===== src/rtl/core/fsp_pkg.sv =====
// Shared types and constants for the flow stencil propagation block.
package fsp_pkg;

  localparam int MAX_ROW_LENGTH = 1024;
  localparam int COL_W          = $clog2(MAX_ROW_LENGTH);
  localparam int RL_W           = 11;
  localparam int DATA_W         = 32;
  localparam int QUEUE_DEPTH    = 2;
  localparam int QPTR_W         = $clog2(QUEUE_DEPTH);
  localparam int QCNT_W         = $clog2(QUEUE_DEPTH + 1);

  // Divide by five of a 34-bit magnitude: split at bit 17 and use two exact
  // reciprocal multiplies (floor(x * ceil(2^k / 5) / 2^k) for narrow x).
  localparam int            SPLIT_W     = 17;
  localparam logic [17:0]   DIV5_HI_MUL = 18'd209716;   // ceil(2^20 / 5)
  localparam int            DIV5_HI_SH  = 20;
  localparam logic [20:0]   DIV5_LO_MUL = 21'd1677722;  // ceil(2^23 / 5)
  localparam int            DIV5_LO_SH  = 23;

  // How a cell is handled by the back end.
  typedef enum logic [1:0] {
    K_PASS  = 2'd0,  // first row or particle: value kept
    K_LEFT  = 2'd1,  // left edge, divide by four
    K_RIGHT = 2'd2,  // right edge, divide by four
    K_MID   = 2'd3   // interior, divide by five
  } kind_t;

  // Request handed from the front end to the back end.
  typedef struct packed {
    logic [DATA_W-1:0] cell_val;
    logic [DATA_W-1:0] up;
    logic [DATA_W-1:0] up_left;
    logic [DATA_W-1:0] up_right;
    kind_t             kind;
    logic              frame_start;
    logic              row_end;
  } entry_t;

  // Per-request control carried along the back-end pipeline.
  typedef struct packed {
    logic [DATA_W-1:0] cell_val;
    kind_t             kind;
    logic              frame_start;
    logic              row_end;
  } ctl_t;

endpackage


===== src/rtl/core/fsp_back.sv =====
// Back end: stencil sum, constant divide, variation and running maximum.
module fsp_back import fsp_pkg::*; (
  input  logic              clk,
  input  logic              rst_n,
  input  logic              pop_valid,
  output logic              pop_ready,
  input  entry_t            pop_entry,
  output logic              out_valid,
  input  logic              out_ready,
  output logic [DATA_W-1:0] new_value,
  output logic [DATA_W-1:0] variation,
  output logic [DATA_W-1:0] max_variation,
  output logic              updated,
  output logic              row_end
);

  localparam int NSTAGE = 9;

  logic              v_r   [1:NSTAGE];
  ctl_t              ctl_r [1:NSTAGE];
  logic              en;

  logic signed [33:0] p1_r;
  logic signed [32:0] n1_r;
  logic signed [34:0] sum2_r;
  logic [33:0]        mag3_r, mag4_r;
  logic               neg3_r, neg4_r, neg5_r, neg6_r;
  logic [14:0]        qa4_r, qa5_r, qa6_r;
  logic [DATA_W-1:0]  q4_4_r, q4_5_r, q4_6_r;
  logic [19:0]        x5_r;
  logic [16:0]        qb6_r;
  logic [DATA_W-1:0]  new7_r, new8_r, out_new_r;
  logic [DATA_W-1:0]  var8_r, out_var_r;
  logic [DATA_W-1:0]  max_r, max_nxt;

  logic signed [33:0] p1;
  logic signed [32:0] n1;
  logic [33:0]        mag3;
  logic [34:0]        prod_hi;
  logic [16:0]        rem_full;
  logic [40:0]        prod_lo;
  logic [DATA_W-1:0]  quot;
  logic [DATA_W-1:0]  new7;
  logic [32:0]        diff;
  logic [32:0]        diff_abs;
  logic [DATA_W-1:0]  max_base;

  // The whole pipeline stalls together behind the output register.
  assign en        = !v_r[NSTAGE] || out_ready;
  assign pop_ready = en;

  always_comb begin
    p1 = {{2{pop_entry.cell_val[31]}}, pop_entry.cell_val}
       + {pop_entry.up[31], pop_entry.up, 1'b0};
    n1 = ((pop_entry.kind == K_LEFT) ? 33'sd0
          : {pop_entry.up_left[31], pop_entry.up_left})
       + ((pop_entry.kind == K_RIGHT) ? 33'sd0
          : {pop_entry.up_right[31], pop_entry.up_right});

    mag3 = sum2_r[34] ? 34'(-sum2_r) : sum2_r[33:0];

    prod_hi  = 35'(mag3_r[33:SPLIT_W]) * 35'(DIV5_HI_MUL);
    rem_full = mag4_r[33:SPLIT_W] - 17'(qa4_r * 17'd5);
    prod_lo  = 41'(x5_r) * 41'(DIV5_LO_MUL);

    // The high and low quotients do not overlap, so they simply concatenate.
    quot = (ctl_r[6].kind == K_MID) ? {qa6_r, qb6_r} : q4_6_r;
    if (ctl_r[6].kind == K_PASS) begin
      new7 = ctl_r[6].cell_val;
    end else begin
      new7 = neg6_r ? (-quot) : quot;
    end

    diff     = {ctl_r[7].cell_val[31], ctl_r[7].cell_val} - {new7_r[31], new7_r};
    diff_abs = diff[32] ? (-diff) : diff;

    max_base = ctl_r[8].frame_start ? '0 : max_r;
    max_nxt  = (var8_r > max_base) ? var8_r : max_base;
  end

  always_ff @(posedge clk) begin
    if (!rst_n) begin
      for (int i = 1; i <= NSTAGE; i++) begin
        v_r[i] <= 1'b0;
      end
      max_r <= '0;
    end else if (en) begin
      v_r[1] <= pop_valid;
      for (int i = 2; i <= NSTAGE; i++) begin
        v_r[i] <= v_r[i-1];
      end
      if (v_r[NSTAGE-1]) begin
        max_r <= max_nxt;
      end
    end
  end

  always_ff @(posedge clk) begin
    if (en) begin
      ctl_r[1].cell_val    <= pop_entry.cell_val;
      ctl_r[1].kind        <= pop_entry.kind;
      ctl_r[1].frame_start <= pop_entry.frame_start;
      ctl_r[1].row_end     <= pop_entry.row_end;
      for (int i = 2; i <= NSTAGE; i++) begin
        ctl_r[i] <= ctl_r[i-1];
      end

      p1_r      <= p1;
      n1_r      <= n1;
      sum2_r    <= {p1_r[33], p1_r} + {{2{n1_r[32]}}, n1_r};
      mag3_r    <= mag3;
      neg3_r    <= sum2_r[34];
      mag4_r    <= mag3_r;
      neg4_r    <= neg3_r;
      q4_4_r    <= mag3_r[33:2];
      qa4_r     <= prod_hi[34:DIV5_HI_SH];
      x5_r      <= {rem_full[2:0], mag4_r[SPLIT_W-1:0]};
      qa5_r     <= qa4_r;
      q4_5_r    <= q4_4_r;
      neg5_r    <= neg4_r;
      qb6_r     <= prod_lo[39:DIV5_LO_SH];
      qa6_r     <= qa5_r;
      q4_6_r    <= q4_5_r;
      neg6_r    <= neg5_r;
      new7_r    <= new7;
      new8_r    <= new7_r;
      var8_r    <= diff_abs[31:0];
      out_new_r <= new8_r;
      out_var_r <= var8_r;
    end
  end

  assign out_valid     = v_r[NSTAGE];
  assign new_value     = out_new_r;
  assign variation     = out_var_r;
  assign max_variation = max_r;
  assign updated       = (ctl_r[NSTAGE].kind != K_PASS);
  assign row_end       = ctl_r[NSTAGE].row_end;

endmodule


===== config.mk =====
export PLATFORM = sky130hd
export DESIGN_NAME = fsp_back
export DESIGN_NICKNAME = d
export VERILOG_FILES = /design/src/rtl/core/fsp_pkg.sv /design/src/rtl/core/fsp_back.sv
export SDC_FILE = /design/constraint.sdc
export NUM_CORES = 2
export LEC_CHECK = 0
export BUFFER_PORTS_ARGS = -buffer_cell sky130_fd_sc_hd__buf_2
export CAP_MARGIN = 10
export CORE_MARGIN = 3
export CORE_UTILIZATION = 37
export CTS_CLUSTER_SIZE = 10
export DETAILED_ROUTE_END_ITERATION = 7
export HOLD_SLACK_MARGIN = 0.03
export PLACE_DENSITY = 0.57
export SYNTH_ARGS = -nofsm -noshare
export SYNTH_HDL_FRONTEND = slang
export SYNTH_SLANG_ARGS = --single-unit

===== constraint.sdc =====
create_clock -name clk -period 55.2 [get_ports clk]
set_clock_uncertainty 0.05 [all_clocks]
set_input_delay 13.8 -clock clk [delete_from_list [all_inputs] [get_ports clk]]
set_output_delay 13.8 -clock clk [all_outputs]
set_load 0.01 [all_outputs]

=== Word level (Yosys, flattened, before mapping) ===
Memories as Yosys holds them, arrays and structs flattened.
Cells that the tools add are included.

* Memory bits (writable): 333
* Memories kept: 2
* Register bits: 530
* Word-level logic and storage cells: 77
* Output and inout bits: 100
* Bits of input ports: 136

{| class="wikitable"
|+ Memories
! name !! words !! width !! rd ports !! clocked after Yosys merged registers in !! wr ports !! line !! source
|-
| ctl_r || 9 || 36 || 9 || 0 || 9 || fsp_back.sv:20 || <nowiki>ctl_t ctl_r [1:NSTAGE];</nowiki>
|-
| v_r || 9 || 1 || 9 || 0 || 9 || fsp_back.sv:19 || <nowiki>logic v_r [1:NSTAGE];</nowiki>
|}

* Bitwise logic cells: 9
* Mux-type cells: 23
* Eq/ne operators: 3
* Multiply operators: 3
* Reductions and logical operators: 5
* Add/sub/neg operators: 8
* Order comparisons: 1

{| class="wikitable"
|+ Operators with widths
! cell !! number
|-
| two-way mux 32 bit || 6
|-
| two-way mux 33 bit || 2
|-
| negation 32 bit || 2
|-
| multiplier 20 x 20 -> 39 bit (second input constant) || 1
|-
| adder 34 x 33 -> 35 bit || 1
|-
| adder 32 x 33 -> 34 bit || 1
|-
| two-way mux 34 bit || 1
|-
| negation 34 bit || 1
|-
| adder 33 bit || 1
|-
| multiplier 17 x 16 -> 33 bit (second input constant) || 1
|-
| subtractor 32 x 32 -> 33 bit || 1
|-
| greater-than comparator 32 bit || 1
|-
| multiplier 15 x 3 -> 3 bit (second input constant) || 1
|-
| two-way mux 1 bit || 14
|-
| bitwise OR 1 bit || 9
|-
| equality test 2 bit (second input constant) || 2
|-
| subtractor 3 bit || 1
|-
| equality test 2 x 1 -> 1 bit (second input constant) || 1
|-
| zero test 2 bit || 1
|-
| AND reduction 2 bit || 1
|-
| nonzero test 2 bit || 1
|-
| zero test 1 bit || 1
|-
| logical OR 1 bit || 1
|}

=== Depth between registers and ports, before layout ===
An unclocked memory read counts as a cell.

* Word-level depth: 7
* Gate-level depth with buffers: 26
* Mapped depth without buffers: 25

=== Least setup slack after synthesis ===
Ideal clock, no wire load.

* Kind: input-to-output
* Start point: in out_ready
* End point: out pop_ready
* Data required time: 41350 ps
* Cell stages on the path: 2
* Buffers on the path: 1
* Arrival time: 33598 ps
* Setup slack: 7752 ps
* Cell sequence: nand2b_1 > clkbuf_1

* Word-level cells in the longest chain between the ends: 1

{| class="wikitable"
|+ RTL lines
! element !! line !! source
|-
| start, declared || fsp_back.sv:9 || <nowiki>input logic out_ready,</nowiki>
|-
| logical OR 1 bit || fsp_back.sv:49 || <nowiki>assign en = !v_r[NSTAGE] || out_ready;</nowiki>
|-
| end, declared || fsp_back.sv:6 || <nowiki>output logic pop_ready,</nowiki>
|}

Every way passes these cells.

=== Worst setup path after layout ===
Same ends and word-level chain as after synthesis.

==> impl_results.rst <==
.. list-table::
   :header-rows: 1

   * - Metric
     - Value
   * - Depth of the most critical reg-to-reg path
     - 21
   * - CTS sink count
     - 764
   * - Cell at the root of the clock tree
     - sky130_fd_sc_hd__clkbuf_16
   * - Synthesized area per cell
     - 13.0 sq um
   * - Dominant synthesized flop cell
     - sky130_fd_sc_hd__edfxtp_1
   * - Routed wirelength normalized by instance count
     - approximately 17 microns
   * - Path type of the worst min-delay path
     - flip-flop to flip-flop
   * - TritonCTS clock tree
     - built
   * - Chip Height
     - ~350 microns
   * - Synth warn
     - 0
   * - GRT Resource Usage Total
     - 14.7%
   * - Slew at the pin closest to its max-slew limit
     - about 1.1 ns
   * - Setup Fix Bufs, Post-CTS
     - 0
   * - Clock Latency Late Sink
     - around 0.66 ns
   * - Core Footprint
     - ~120000 sq um
   * - Detailed-placement wirelength estimate
     - between 70 and 80 mm
   * - Max-slew violations
     - 0
   * - Num ports
     - between 200 and 250
   * - Starting density of the core
     - between 30 and 40%
   * - Cells taking the most area after synthesis
     - sky130_fd_sc_hd__edfxtp_1 49%, sky130_fd_sc_hd__ha_1 14%, sky130_fd_sc_hd__fa_1 9.9%
   * - Post-synthesis cell area
     - about 45000 sq um
   * - Proportion of layout cells with a drive suffix above 1
     - roughly a tenth
   * - Number of buffers inserted for hold repair after clock tree synthesis
     - 0
   * - Number of antenna-violating nets in the routed design
     - 0
   * - WP data arrival
     - around 15 ns
   * - Iteration-0 DRC count of the detailed router
     - between 1000 and 1500
   * - Via count of the first global-routing pass
     - around 27000
   * - Synth unique cells
     - 82
   * - Largest driver fanout on the critical path
     - 39
   * - Hold_sp
     - ctl_r[0][141]
   * - Placer Congestion
     - around 0.86
   * - Area added between synthesis and finish
     - 13.0%
   * - Synth top area share
     - 49.1%
   * - Global route overflow
     - 0
   * - Nets@finish
     - 4600
   * - Hold path depth
     - 0
   * - Async set-reset flop share out of synthesis
     - 0%
   * - Number of clock buffers inserted by TritonCTS
     - between 90 and 100
   * - Portion of the post-synthesis area used by sequential elements
     - about half
   * - Maximum number of pins on one net before global-route repair
     - ~170
   * - Area enclosed by the die boundary
     - ~130000 sq um
   * - Most area-hungry cell type in the Yosys netlist
     - sky130_fd_sc_hd__edfxtp_1
   * - Initial antenna violation count
     - 6
   * - Total number of placement rows
     - 127
   * - Crit path launch
     - out_ready
   * - Total wire length
     - 91.3 mm
   * - Required time worst endpoint
     - approximately 41 ns
   * - Reg-to-reg critical path startpoint
     - q4_5_r[2]
   * - Detailed-route vias per instance
     - around 4.8
   * - Worst slew margin relative to its limit
     - about 29%
   * - Min Clock Period, post-route
     - 28.55 ns
   * - Input/output buffers
     - 235
   * - Clock tree buffer depth
     - 3
   * - Sum Neg Setup Slack
     - 0 ns
   * - Gate count of the mapped netlist
     - around 3500
   * - Category of the most critical setup path
     - primary input to output port
   * - Run status
     - completed
   * - Final core occ
     - a little over two fifths
   * - # resized after CTS
     - 0
   * - Maximum clock frequency
     - about 0.035 GHz
   * - Drt first pass iters
     - 6
   * - Number of setup violations in the final report
     - 0
   * - List of most frequent post-synthesis cells
     - 732 x sky130_fd_sc_hd__edfxtp_1, 497 x sky130_fd_sc_hd__ha_1, 416 x sky130_fd_sc_hd__inv_1
   * - Detailed-route DRC error count
     - 0
   * - Final hold violations
     - 0
   * - Crit. End Element
     - output port
   * - Horiz. Die Dim
     - 354 microns
   * - Number of synthesized flops with an enable pin
     - between 700 and 800
   * - Global-route wire length before repair
     - around 150 mm
   * - Via total after detailed routing
     - around 26000
   * - Fraction of the cycle the final worst path needs
     - between 50% and 60%
   * - Antenna Diode Count
     - 0
   * - Clk slew on worst S/H paths
     - roughly 0.050 ns
   * - Syn_nets
     - roughly 4300
   * - Unrepaired setup endpoints after global routing
     - no
   * - Number of flip-flops and latches in the synthesized netlist
     - roughly 760
   * - Sort of element at the start of the critical path
     - primary input
   * - Cell with the most instances after synthesis
     - sky130_fd_sc_hd__edfxtp_1
   * - CTS H-Tree Depth
     - 3
   * - Worst slack on hold paths
     - ~0.34 ns
   * - Maximum Capacitance Violations
     - 0
## layout by cell type (no fill, tap or decap), drive strengths merged, types with 18 or more instances in the layout
cell,count
a211oi,24
a21o,87
a21oi,143
a22o,35
a31oi,18
and2,80
and3,25
buf,254
clkbuf,117
dfxtp,32
edfxtp,732
fa,222
ha,497
inv,420
mux2i,20
nand2,126
nand2b,61
nand3,30
nor2,148
nor2b,24
nor3,48
o21a,28
o21ai,101
o31ai,26
xnor2,162
xor2,98
## final cells by class
class,instances,area [sq um]
fill,11167,69400
sequential,764,22600
multi-input combinational,2218,20400
clock buffer,117,2430
tap,1612,2020
inverter,416,1560
timing repair buffer,254,1340
clock inverter,17,238
## sequential cells by signal, summed over array words and instances, names as in the netlist, 17 cells and up
| name | flops |
|---|---|
| ctl_r | 258 |
| mag3_r | 34 |
| mag4_r | 19 |
| max_variation | 32 |
| n1_r | 33 |
| new7_r | 32 |
| new8_r | 32 |
| new_value | 32 |
| p1_r | 34 |
| q4_5_r | 32 |
| q4_6_r | 32 |
| qb6_r | 17 |
| sum2_r | 35 |
| var8_r | 32 |
| variation | 32 |
## kinds of logic (layout without fill, tap and decap cells)
| group | after synthesis | count (layout) | synth area share [%] |
|---|---|---|---|
| DFF | 764 | 764 | 50.5 |
| adders and majority gates | 719 | 719 | 23.8 |
| and+or+nand+nor | 633 | 633 | 7.34 |
| AOI/OAI and AO/OA | 584 | 584 | 8.81 |
| buffers and inverters | 471 | 804 | 3.95 |
| xor gates and xnor gates | 260 | 260 | 5.08 |
| muxes | 22 | 22 | 0.497 |
## per-stage QoR
stage | area [sq um] | setup WS (ns) | std cells
4_1_cts | 50600 | 26.58 | 5398
2_1_floorplan | 44800 | 7.75 | 3453
3_5_place_dp | 47900 | 26.59 | 5264
6_report | 50600 | 26.65 | 5398
5_1_grt | 50600 | 26.55 | 5398
3_3_place_gp | 47900 | 26.60 | 5264
## worst max-delay path, cell delays in order
cell                       delay (ns)
sky130_fd_sc_hd__buf_2           0.09
sky130_fd_sc_hd__nand2b_4        0.48
sky130_fd_sc_hd__buf_2           0.31
## path summary, 6_finish.rpt
| check | to | slack [ns] |
|---|---|---|
| setup reg to reg | qb6_r[16] | 47.67 |
| hold reg to reg | ctl_r[0][177] | 0.34 |
| setup / recovery | pop_ready | 26.65 |
| hold / removal | ctl_r[0][177] | 0.34 |
## layer usage
metal / part of all wire (%) / vias to the layer above / global-route usage [%]
li1: - / 12928 / -
met3: 4.1 / 150 / 2.42
met2: 47 / 508 / 24.4
met1: 47 / 12213 / 19.6
met4: 2.8 / 0 / 4.56
met5: 0 / - / 0
Power is not shown: default switching activity piles up to over one toggle a cycle in this logic, so the estimate is an artifact.
