File: src/rtl/core/fsp_pkg.sv
// Shared types and constants for the flow stencil propagation block.
package fsp_pkg;

  localparam int MAX_ROW_LENGTH = 1024;
  localparam int COL_W          = $clog2(MAX_ROW_LENGTH);
  localparam int RL_W           = 11;
  localparam int DATA_W         = 32;
  localparam int QUEUE_DEPTH    = 2;
  localparam int QPTR_W         = $clog2(QUEUE_DEPTH);
  localparam int QCNT_W         = $clog2(QUEUE_DEPTH + 1);

  // Divide by five of a 34-bit magnitude: split at bit 17 and use two exact
  // reciprocal multiplies (floor(x * ceil(2^k / 5) / 2^k) for narrow x).
  localparam int            SPLIT_W     = 17;
  localparam logic [17:0]   DIV5_HI_MUL = 18'd209716;   // ceil(2^20 / 5)
  localparam int            DIV5_HI_SH  = 20;
  localparam logic [20:0]   DIV5_LO_MUL = 21'd1677722;  // ceil(2^23 / 5)
  localparam int            DIV5_LO_SH  = 23;

  // How a cell is handled by the back end.
  typedef enum logic [1:0] {
    K_PASS  = 2'd0,  // first row or particle: value kept
    K_LEFT  = 2'd1,  // left edge, divide by four
    K_RIGHT = 2'd2,  // right edge, divide by four
    K_MID   = 2'd3   // interior, divide by five
  } kind_t;

  // Request handed from the front end to the back end.
  typedef struct packed {
    logic [DATA_W-1:0] cell_val;
    logic [DATA_W-1:0] up;
    logic [DATA_W-1:0] up_left;
    logic [DATA_W-1:0] up_right;
    kind_t             kind;
    logic              frame_start;
    logic              row_end;
  } entry_t;

  // Per-request control carried along the back-end pipeline.
  typedef struct packed {
    logic [DATA_W-1:0] cell_val;
    kind_t             kind;
    logic              frame_start;
    logic              row_end;
  } ctl_t;

endpackage

File: src/rtl/core/fsp_queue.sv
// Short request queue between the front end and the back end.
module fsp_queue import fsp_pkg::*; (
  input  logic   clk,
  input  logic   rst_n,
  input  logic   in_valid,
  output logic   in_ready,
  input  entry_t in_entry,
  output logic   out_valid,
  input  logic   out_ready,
  output entry_t out_entry
);

  entry_t            slot_r [QUEUE_DEPTH];
  logic [QPTR_W-1:0] wr_ptr_r, rd_ptr_r;
  logic [QCNT_W-1:0] count_r, count_nxt;
  logic              push, pop;

  assign in_ready  = (count_r != QCNT_W'(QUEUE_DEPTH));
  assign out_valid = (count_r != '0);
  assign push      = in_valid && in_ready;
  assign pop       = out_valid && out_ready;
  assign out_entry = slot_r[rd_ptr_r];

  always_comb begin
    count_nxt = count_r;
    if (push && !pop) begin
      count_nxt = count_r + QCNT_W'(1);
    end else if (pop && !push) begin
      count_nxt = count_r - QCNT_W'(1);
    end
  end

  always_ff @(posedge clk) begin
    if (!rst_n) begin
      wr_ptr_r <= '0;
      rd_ptr_r <= '0;
      count_r  <= '0;
    end else begin
      count_r <= count_nxt;
      if (push) begin
        wr_ptr_r <= (wr_ptr_r == QPTR_W'(QUEUE_DEPTH - 1)) ? '0 : wr_ptr_r + QPTR_W'(1);
      end
      if (pop) begin
        rd_ptr_r <= (rd_ptr_r == QPTR_W'(QUEUE_DEPTH - 1)) ? '0 : rd_ptr_r + QPTR_W'(1);
      end
    end
  end

  always_ff @(posedge clk) begin
    if (push) begin
      slot_r[wr_ptr_r] <= in_entry;
    end
  end

endmodule

File: config.mk
export PLATFORM = sky130hd
export DESIGN_NAME = fsp_queue
export DESIGN_NICKNAME = d
export VERILOG_FILES = /design/src/rtl/core/fsp_pkg.sv /design/src/rtl/core/fsp_queue.sv
export SDC_FILE = /design/constraint.sdc
export NUM_CORES = 1
export LEC_CHECK = 0
export BUFFER_PORTS_ARGS = -buffer_cell sky130_fd_sc_hd__buf_4
export CAP_MARGIN = 20
export CORE_MARGIN = 2
export CORE_UTILIZATION = 52
export CTS_CLUSTER_SIZE = 8
export DETAILED_ROUTE_END_ITERATION = 12
export GPL_TIMING_DRIVEN = 1
export PLACE_DENSITY = 0.8
export SLEW_MARGIN = 30
export SYNTH_ARGS = -nofsm -noshare
export SYNTH_HDL_FRONTEND = slang
export SYNTH_SLANG_ARGS = --single-unit
File: constraint.sdc
create_clock -name clk -period 5.35 [get_ports clk]
set_input_delay 1.07 -clock clk [delete_from_list [all_inputs] [get_ports clk]]
set_output_delay 1.07 -clock clk [all_outputs]
set_load 0.01 [all_outputs]
# Word level (Yosys, flattened, before mapping)
# Memory sizes are Yosys's and may differ from the RTL's. A register that Yosys moved wholly into a read port is not among the register bits.
# Cells that the tools add are included.
dict set report word_totals {
  elab_cells 25
  ramBits 264
  out_inout_bits 134
  regBits 4
  memories 1
  in_bits 136
}
dict set report classes {
  reduce_logical 8
  mux 8
  addsub 4
  n_eq_ne 1
}
# memory depth word_bits rd rd_clocked_by_memory_dff write_ports line
set memory_table {}
lappend memory_table {slot_r 2 132 1 1 1 fsp_queue.sv:13} ;# entry_t slot_r [QUEUE_DEPTH];
# op n
set ops {}
lappend ops {{$mux W1} 6}
lappend ops {{$logic_and A1 B1 Y1} 4}
lappend ops {{$mux W2} 2}
lappend ops {{$reduce_bool A2 Y1} 2}
lappend ops {{$add A1 B1 Y1 const B} 2}
lappend ops {{$add A2 B1 Y2 const B} 1}
lappend ops {{$logic_not A1 Y1} 2}
lappend ops {{$ne A2 B2 Y1 const B} 1}
lappend ops {{$sub A2 B1 Y2 const B} 1}

# Depth between registers and ports, before layout
# Gate-level depths: netlist of run 1.
dict set report logic_depth {
  depth_word 6
  depth_mapped 6
  mapped_depth_nobuf 6
}

# Least setup slack after synthesis of run 1
# OpenSTA, ideal clock, no wires.
dict set report synth_timing {
  kind {in2reg}
  startpoint {input port in_valid}
  endpoint {memory slot_r[1][0] (netlist bit), enable pin}
  path_stages 1
  slack_ns 0.686
  required_time_ns 4.842
  arrival_time_ns 4.157
  setup_ns 0.508
  path_buffers 0
  cell_sequence {and3_1}
}
dict set report synth_between {
  elab_chain_cells 3
}
# element line
set synth_rtl {}
lappend synth_rtl {{start: declaration} fsp_queue.sv:5} ;# input logic in_valid,
lappend synth_rtl {{$logic_and A1 B1 Y1} fsp_queue.sv:20} ;# assign push = in_valid && in_ready;
lappend synth_rtl {{$mux W1} fsp_queue.sv:50} ;# if (push) begin
lappend synth_rtl {{$mux W1 (implied by the code)} fsp_queue.sv:51} ;# slot_r[wr_ptr_r] <= in_entry;
lappend synth_rtl {{end: declaration} fsp_queue.sv:13}
# Every way passes these cells.

==> impl_metrics.ini, run 1 <==
[critical_path]
worstPathRequired_ns = 4.28
cp-end-kind = output port
r2r.worst_path.cells = 4
crit_family = flip-flops
crit_arrival_ns = 2.30
crit_cells = 3
cp_max_fo = 73
crit_chain = buf_12 > mux2_2 > buf_4
worst-path-buf-inv = 2
critPathKind = reg2out
cpPeakStageDelay_ns = 0.72
crit_path_top_delay_cell = dfxtp_4
crit_path_start_kind = flip-flop

[clock_network]
clk_path_buf_depth = 3
cts-root-buf = clkbuf_16
post_cts_buffers = 0
cts_buffers = 39
cts_max_level = 2
numClockSinks = 269
clk_latency_ns = 0.50
cts_tree = built
cts_resized = 0
clk_pin_slew_ns = 0.05
hold_buffers = 0

[power_and_ir_drop]
power_switching_w = 0.00163
pwr-share-clk = 0.323
comb_power_share = 0.255
seqPwrFrac = 0.422
power_leakage_nw = 5.18
irDropWorstVdd_uv = 497
swShare = 0.248
power_density_nw_per_um2 = 487
total_power_w = 0.00655
internal-power_w = 0.00492

[layout]
multi_input_area_sq_um = 1930
final_cell_area_sq_um = 13500
nFillCells = 1139
antenna_cells = 0
nNetsFinal = 872
ff_latch_area_sq_um = 8030
area_growth_pct = 33.2
instances_no_fill = 1002
drive_gt1_frac = 0.612

[grt]
grt_max_degree = 109
grt-busiest-layer = met2
grt_pass1_wl_um = 28600
antenna_found_initial = 0
grt_overflow = 0
grtUsageMet1 = 0.220
met3_usage = 0.0566
grt_use_total = 0.185
use_met2 = 0.311
grt_pass1_vias = 5345

[status]
outcome = completed

[sta]
clock_skew_ns = 0.0165
whs_ns = 0.582
max_slew.worst_pin.slew_ns = 0.770
final-setup-viol-count = 0
post-route-period-util = 0.629
min_period_ns = 3.37
rsz0062_at_grt = false
hold_viol_final = 0
slew_viol_final = 0
fmaxAchievable_ghz = 0.297
setup_tns_ns = 0
relSlewSlack = 0.487

[placement]
gp_congestion = 0.772
numPortBuffers = 269
place_area_sq_um = 12400
hpwl_um = 12800
placedCellCount = 953

[hold_path]
worstHoldPathCells = 2
hold_path.class = reg2reg

[detailed_routing]
via_per_inst = 5.09
drtIter0Drc = 220
drcViolationCount = 0
vias = 5103
ant_nets = 0
wire_per_inst_um = 19.6
routed_wl_um = 19700
drt-pass1-iter-count = 4

[yosys]
yosys_warnings = 0
ys_ff_latch = 269
synth-seq-area-share = 0.795
synth_top_cells_by_area = edfxtp_1 79%, mux2_4 12%, mux2_2 5.8%, buf_6 1.0%, dfxtp_1 0.99%
syn_inst = 435
syn_area_sq_um = 10100
yosysUniqueCellTypes = 22
syn_nets = 572
syn_avg_cell_area_sq_um = 23.2
yosys.area.top_type_share = 0.785
yosysTopAreaCell = edfxtp_1

[job]
drv_cap = 0

[floorplan]
rows = 50
die_y_um = 143
initial_core_util = 0.535
fp.dieW_um = 143
num_io_pins = 270
coreArea_sq_um = 18900
fp.dieArea_sq_um = 20600
## cells by family (layout without fill, tap and decap cells)
group           Yosys count  after routing  synth area share
compound gates            5              5           0.00347
mux                     132            132             0.177
simple gates              9              9           0.00644
fa+ha+maj                 1              1           0.00124
xor+xnor                  3              3           0.00260
buf+inv                  16            323            0.0144
flops                   269            269             0.795
## sequential cells by signal, indices dropped and copies added, names as in the netlist, named ones only
| register | count |
|---|---|
| wr_ptr_r | 1 |
| slot_r | 264 |
| count_r | 2 |
| rd_ptr_r | 1 |
## power groups by stage
stage               clock (W)  combinational (W)  sequential (W)
floorplan                   0            0.00104         0.00276
global placement            0            0.00164         0.00278
detailed placement          0            0.00168         0.00280
CTS                   0.00216            0.00168         0.00277
global route          0.00226            0.00177         0.00278
finish                0.00212            0.00167         0.00276
## metrics by stage
step           setup WS (ns)   util
3_3_place_gp            2.44  0.655
2_1_floorplan          0.686      -
6_report                1.98  0.712
3_5_place_dp            2.36  0.655
4_1_cts                 1.95  0.711
5_1_grt                 1.87  0.712
## synthesized netlist by cell type
cell type,number
edfxtp_1,264
nand2b_4,1
mux2_2,52
buf_6,9
and3_1,1
inv_1,1
a21boi_1,1
xnor2_1,2
and2_1,4
buf_8,1
o21ai_1,1
mux2_4,80
nand3b_1,1
xor2_1,1
a21bo_2,1
o21ai_0,1
or3_1,1
ha_1,1
a21boi_0,1
dfxtp_1,5
or2_2,1
buf_2,5
## worst min-delay path, delay by kind of cell, from the launching register on
kind,cells,cell delay [ns]
AOI/OAI and AO/OA,2,0.17
DFF,1,0.36
## cell type report
type,instances,area share
Clock buffer,47,0.0779
Clock inverter,1,0.000372
Inverter,1,0.000837
Multi-Input combinational cell,150,0.143
Sequential cell,269,0.597
Tap cell,260,0.0242
Timing Repair Buffer,274,0.156
## cell usage in the layout, fill, tap and decap left out
cell type,Yosys,routed
mux2_2,52,52
buf_4,0,271
clkbuf_1,0,6
a21bo_2,1,1
nand2b_4,1,1
clkinv_2,0,1
or3_1,1,1
and2_1,4,4
o21ai_1,1,1
dfxtp_4,0,1
o21ai_0,1,1
or2_2,1,1
edfxtp_1,264,264
and3_4,0,1
buf_16,0,1
xor2_1,1,1
inv_8,0,1
nand3b_1,1,1
a21boi_0,1,1
dfxtp_1,5,4
ha_1,1,1
buf_12,0,2
mux2_4,80,80
a21boi_1,1,1
clkbuf_16,0,41
xnor2_1,2,2
## metal layers
| metal | vias up | wire length, um | share of wire |
|---|---|---|---|
| li1 | 2322 | - | - |
| met1 | 2490 | 7630 | 0.39 |
| met2 | 248 | 9690 | 0.49 |
| met3 | 43 | 1750 | 0.089 |
| met4 | 0 | 610 | 0.031 |
| met5 | - | 0 | 0 |
## path summary, 6_finish.rpt
path	startpoint	to	slack, ns
min	count_r[1]	count_r[1]	0.58
max reg2reg	count_r[0]	slot_r[0][106]	3.03
min reg2reg	count_r[1]	count_r[1]	0.58
max	flip-flop	out_entry[13]	1.98
Power figures use the tool's default switching activity.
==> run 2, diff against run 1 <==
Settings changed: ABC_AREA set to 1.
Clock period 5.35 ns to 3.1 ns, I/O delays scaled along.
==> impl_metrics.ini, run 2 <==
[power_and_ir_drop]
seqPwrFrac = 0.426
swShare = 0.248
comb_power_share = 0.247
power_leakage_nw = 5.22
power_switching_w = 0.00276
total_power_w = 0.0111
pwr-share-clk = 0.327
irDropWorstVdd_uv = 595
power_density_nw_per_um2 = 825
internal-power_w = 0.00838

[critical_path]
crit_path_start_kind = flip-flop
critPathKind = reg2out
cpPeakStageDelay_ns = 0.45
worstPathRequired_ns = 2.48
crit_cells = 3
crit_path_top_delay_cell = dfxtp_4
crit_chain = buf_12 > mux2_2 > buf_4
cp-end-kind = output port
regToRegSetupSlack_ns = 1.25
worst-path-buf-inv = 2
crit_family = buffers and inverters
crit_arrival_ns = 1.80
cp_max_fo = 45
r2r.worst_path.cells = 5

[placement]
hpwl_um = 13100
gp_congestion = 0.739
placedCellCount = 969
numPortBuffers = 269
place_area_sq_um = 12500

[yosys]
syn_nets = 585
synth-async-reset-ratio = 0
syn_avg_cell_area_sq_um = 22.5
yosysUniqueCellTypes = 16
synth_top_cells_by_area = edfxtp_1 79%, mux2_4 12%, mux2_2 5.8%, buf_6 1.0%, dfxtp_1 0.99%
yosys_warnings = 0
yosysMostFrequentCell = edfxtp_1
ys_ff_latch = 269
synth-seq-area-share = 0.795
yosysTopAreaCell = edfxtp_1
syn_inst = 448
syn_area_sq_um = 10100
synth_edf_count = 264
synth_commonest_cells = 264 x edfxtp_1, 80 x mux2_4, 52 x mux2_2, 9 x buf_6, 9 x nand2_1
yosys.area.top_type_share = 0.785
synth_flop_cell = edfxtp_1

[layout]
instances_no_fill = 1030
nNetsFinal = 887
nFillCells = 1182
drive_gt1_frac = 0.588
area_growth_pct = 33.9
final_cell_area_sq_um = 13500
largest_reg_flops = 264
final_common_cell = buf_4
top_register = slot_r
multi_input_area_sq_um = 1920
reg.largest.list = slot_r (264), count_r (2)
ff_latch_area_sq_um = 8030
antenna_cells = 0
final_cell_mix = 270 x buf_4, 264 x edfxtp_1, 80 x mux2_4, 52 x mux2_2, 39 x clkbuf_16

[floorplan]
coreArea_sq_um = 18900
fp.dieW_um = 143
fp.dieArea_sq_um = 20500
die_y_um = 143
initial_core_util = 0.534
rows = 50
num_io_pins = 270

[sta]
slew_viol_final = 0
relSlewSlack = 0.499
final-setup-viol-count = 0
fmaxAchievable_ghz = 0.413
clock_skew_ns = 0.0205
max_slew.worst_pin.slew_ns = 0.752
post-route-period-util = 0.781
rsz0062_at_grt = false
min_period_ns = 2.42
hold_viol_final = 0
setup_tns_ns = 0

[clock_network]
cts-root-buf = clkbuf_16
clk_latency_ns = 0.50
post_cts_buffers = 0
cts_buffers = 39
numClockSinks = 269
clk_pin_slew_ns = 0.05
clk_path_buf_depth = 3
hold_buffers = 0
cts_tree = built
cts_max_level = 2
cts_resized = 0

[detailed_routing]
wire_per_inst_um = 19.1
drcViolationCount = 0
drtIter0Drc = 339
vias = 5140
routed_wl_um = 19700
ant_nets = 0
via_per_inst = 4.99
drt-pass1-iter-count = 4

[grt]
grt_use_total = 0.184
grt_pass1_vias = 5327
grt_overflow = 0
antenna_found_initial = 0
grt_max_degree = 79
grt_pass1_wl_um = 28600

[job]
drv_cap = 0

[status]
outcome = completed

[hold_path]
worstHoldPathCells = 1
hold_path.class = in2reg
==> run 2: stage by stage <==
stage	util	worst slack, ns	hold slack, ns
3_3_place_gp	0.659	1.18	0.486
5_1_grt	0.715	0.599	0.287
6_report	0.715	0.679	0.307
3_5_place_dp	0.659	1.12	0.505
2_1_floorplan	-	0.0246	0.467
4_1_cts	0.715	0.647	0.282
==> run 2: power groups by stage <==
stage                     Clock, W  Sequential [W]  Combinational, W
after global routing       0.00391         0.00479           0.00292
final                      0.00364         0.00475           0.00275
after detailed placement         0         0.00482           0.00277
after floorplan                  0         0.00478           0.00162
after global placement           0         0.00478           0.00272
after CTS                  0.00374         0.00476           0.00279
==> run 2: per-layer routing <==
metal / track usage / share of wire / vias up
li1: - / - / 2364
met3: 0.0640 / 0.098 / 45
met5: 0 / 0 / -
met1: 0.219 / 0.38 / 2484
met4: 0.0764 / 0.029 / 0
met2: 0.308 / 0.50 / 247
==> run 2: path summary, 6_finish.rpt <==
check         startpoint             end
max reg2reg   count_r[0]   slot_r[0][65]
max            flip-flop  out_entry[111]
min reg2reg     rd_ptr_r        rd_ptr_r
min          in_entry[1]    slot_r[0][1]
==> run 2: final cells by class <==
cell class	count	area share
Multi-Input combinational cell	156	0.142
Sequential cell	269	0.594
Clock buffer	59	0.0777
Tap cell	260	0.0241
Clock inverter	2	0.00102
Inverter	8	0.00222
Timing Repair Buffer	276	0.159
==> run 2: kinds of logic (layout without fill, tap and decap cells) <==
logic type | after synthesis | in the layout | synth area share
AO/OA/AOI/OAI | 4 | 4 | 0.00223
adder cells (fa/ha/maj) | 1 | 1 | 0.00124
buffers and inverters | 23 | 345 | 0.0170
flip-flops | 269 | 269 | 0.795
multiplexers | 132 | 132 | 0.177
AND/OR/NAND/NOR | 19 | 19 | 0.00744
==> run 3, diff against run 2 <==
Settings changed: ABC_AREA 1 to 0.
Clock period 3.1 ns to 2.3 ns, I/O delays scaled along.
==> impl_metrics.ini, run 3 (same netlist as run 1, synthesis figures left out) <==
[status]
outcome = completed

[critical_path]
crit_path_start_kind = flip-flop
crit_arrival_ns = 1.75
cp-end-kind = output port
worstPathRequired_ns = 1.84
cp_max_fo = 45
critPathKind = reg2out
r2r.worst_path.cells = 4

[sta]
hold_viol_final = 0
slew_viol_final = 0
rsz0062_at_grt = false
final-setup-viol-count = 0
post-route-period-util = 0.962
fmaxAchievable_ghz = 0.452
min_period_ns = 2.21
clock_skew_ns = 0.00865
setup_tns_ns = 0
max_slew.worst_pin.slew_ns = 0.524
whs_ns = 0.158
relSlewSlack = 0.651

[grt]
grt_pass1_vias = 5320
grt_use_total = 0.173
grt_pass1_wl_um = 26900
antenna_found_initial = 1
grt_overflow = 0
grt_max_degree = 87

[clock_network]
cts_tree = built
numClockSinks = 269
cts_max_level = 2
post_cts_buffers = 0
clk_path_buf_depth = 3
cts-root-buf = clkbuf_16
cts_resized = 0
clk_latency_ns = 0.49
clk_pin_slew_ns = 0.05
cts_buffers = 39
hold_buffers = 0

[floorplan]
num_io_pins = 270
fp.dieArea_sq_um = 20600
coreArea_sq_um = 18900
rows = 50
fp.dieW_um = 143
die_y_um = 143
initial_core_util = 0.535

[layout]
nFillCells = 1178
largest_reg_flops = 264
reg.largest.list = slot_r (264), count_r (2)
top_register = slot_r
drive_gt1_frac = 0.612
final_common_cell = buf_4
nNetsFinal = 874
final_cell_mix = 269 x buf_4, 264 x edfxtp_1, 80 x mux2_4, 52 x mux2_2, 41 x clkbuf_16
area_growth_pct = 33.8

[detailed_routing]
drtIter0Drc = 260
drt-pass1-iter-count = 4
via_per_inst = 5.01
wire_per_inst_um = 18.3
routed_wl_um = 18400
drcViolationCount = 0
vias = 5038
ant_nets = 0

[placement]
gp_congestion = 0.720
numPortBuffers = 269
hpwl_um = 12100

[hold_path]
worstHoldPathCells = 1
hold_path.class = in2reg

[power_and_ir_drop]
power_density_nw_per_um2 = 1130
power_leakage_nw = 5.19
total_power_w = 0.0152
irDropWorstVdd_uv = 819

[job]
drv_cap = 0
[run 3: path summary, 6_finish.rpt]
path,startpoint,endpoint,slack (ns)
worst min-delay path,in_entry[31],slot_r[1][31],0.16
worst max-delay path,flip-flop,out_entry[111],0.09
worst max register to register,count_r[0],slot_r[0][45],0.69
worst min register to register,count_r[1],count_r[1],0.57
[run 3: report_power, final]
group          switching (W)  internal, W
clock network        0.00172      0.00314
logic                0.00181      0.00224
registers           0.000171      0.00614
total                0.00370       0.0115
[run 3: critical path, cell delays in order (launching register included)]
cell     delay, ns
dfxtp_4       0.39
buf_12        0.32
mux2_2        0.39
buf_4         0.15
[run 3: layer usage]
layer | GRT usage | wire (um)
met3 | 0.0703 | 1680
met2 | 0.296 | 9280
met1 | 0.196 | 7010
met4 | 0.0650 | 443
met5 | 0 | 0
[run 3: stage by stage]
stage | setup WS (ns) | utilization | area [sq um] | cells
after floorplan | -0.681 | - | 10100 | 435
after global placement | 0.606 | 0.659 | 12500 | 956
after detailed placement | 0.592 | 0.659 | 12500 | 956
after CTS | 0.0665 | 0.715 | 13500 | 1005
after global routing | 0.0239 | 0.715 | 13500 | 1005
final | 0.0880 | 0.715 | 13500 | 1006
[run 3: layout make-up]
cell class              instances  area, sq um  share of cell area
inverters                       1         7.51            0.000556
clock buffers                  48         1050              0.0779
diodes                          1         2.50            0.000185
multi-input cells             150         1930               0.143
well taps                     260          325              0.0241
repair buffers                276         2160               0.160
flip-flops and latches        269         8030               0.594
clock inverters                 1         3.75            0.000278
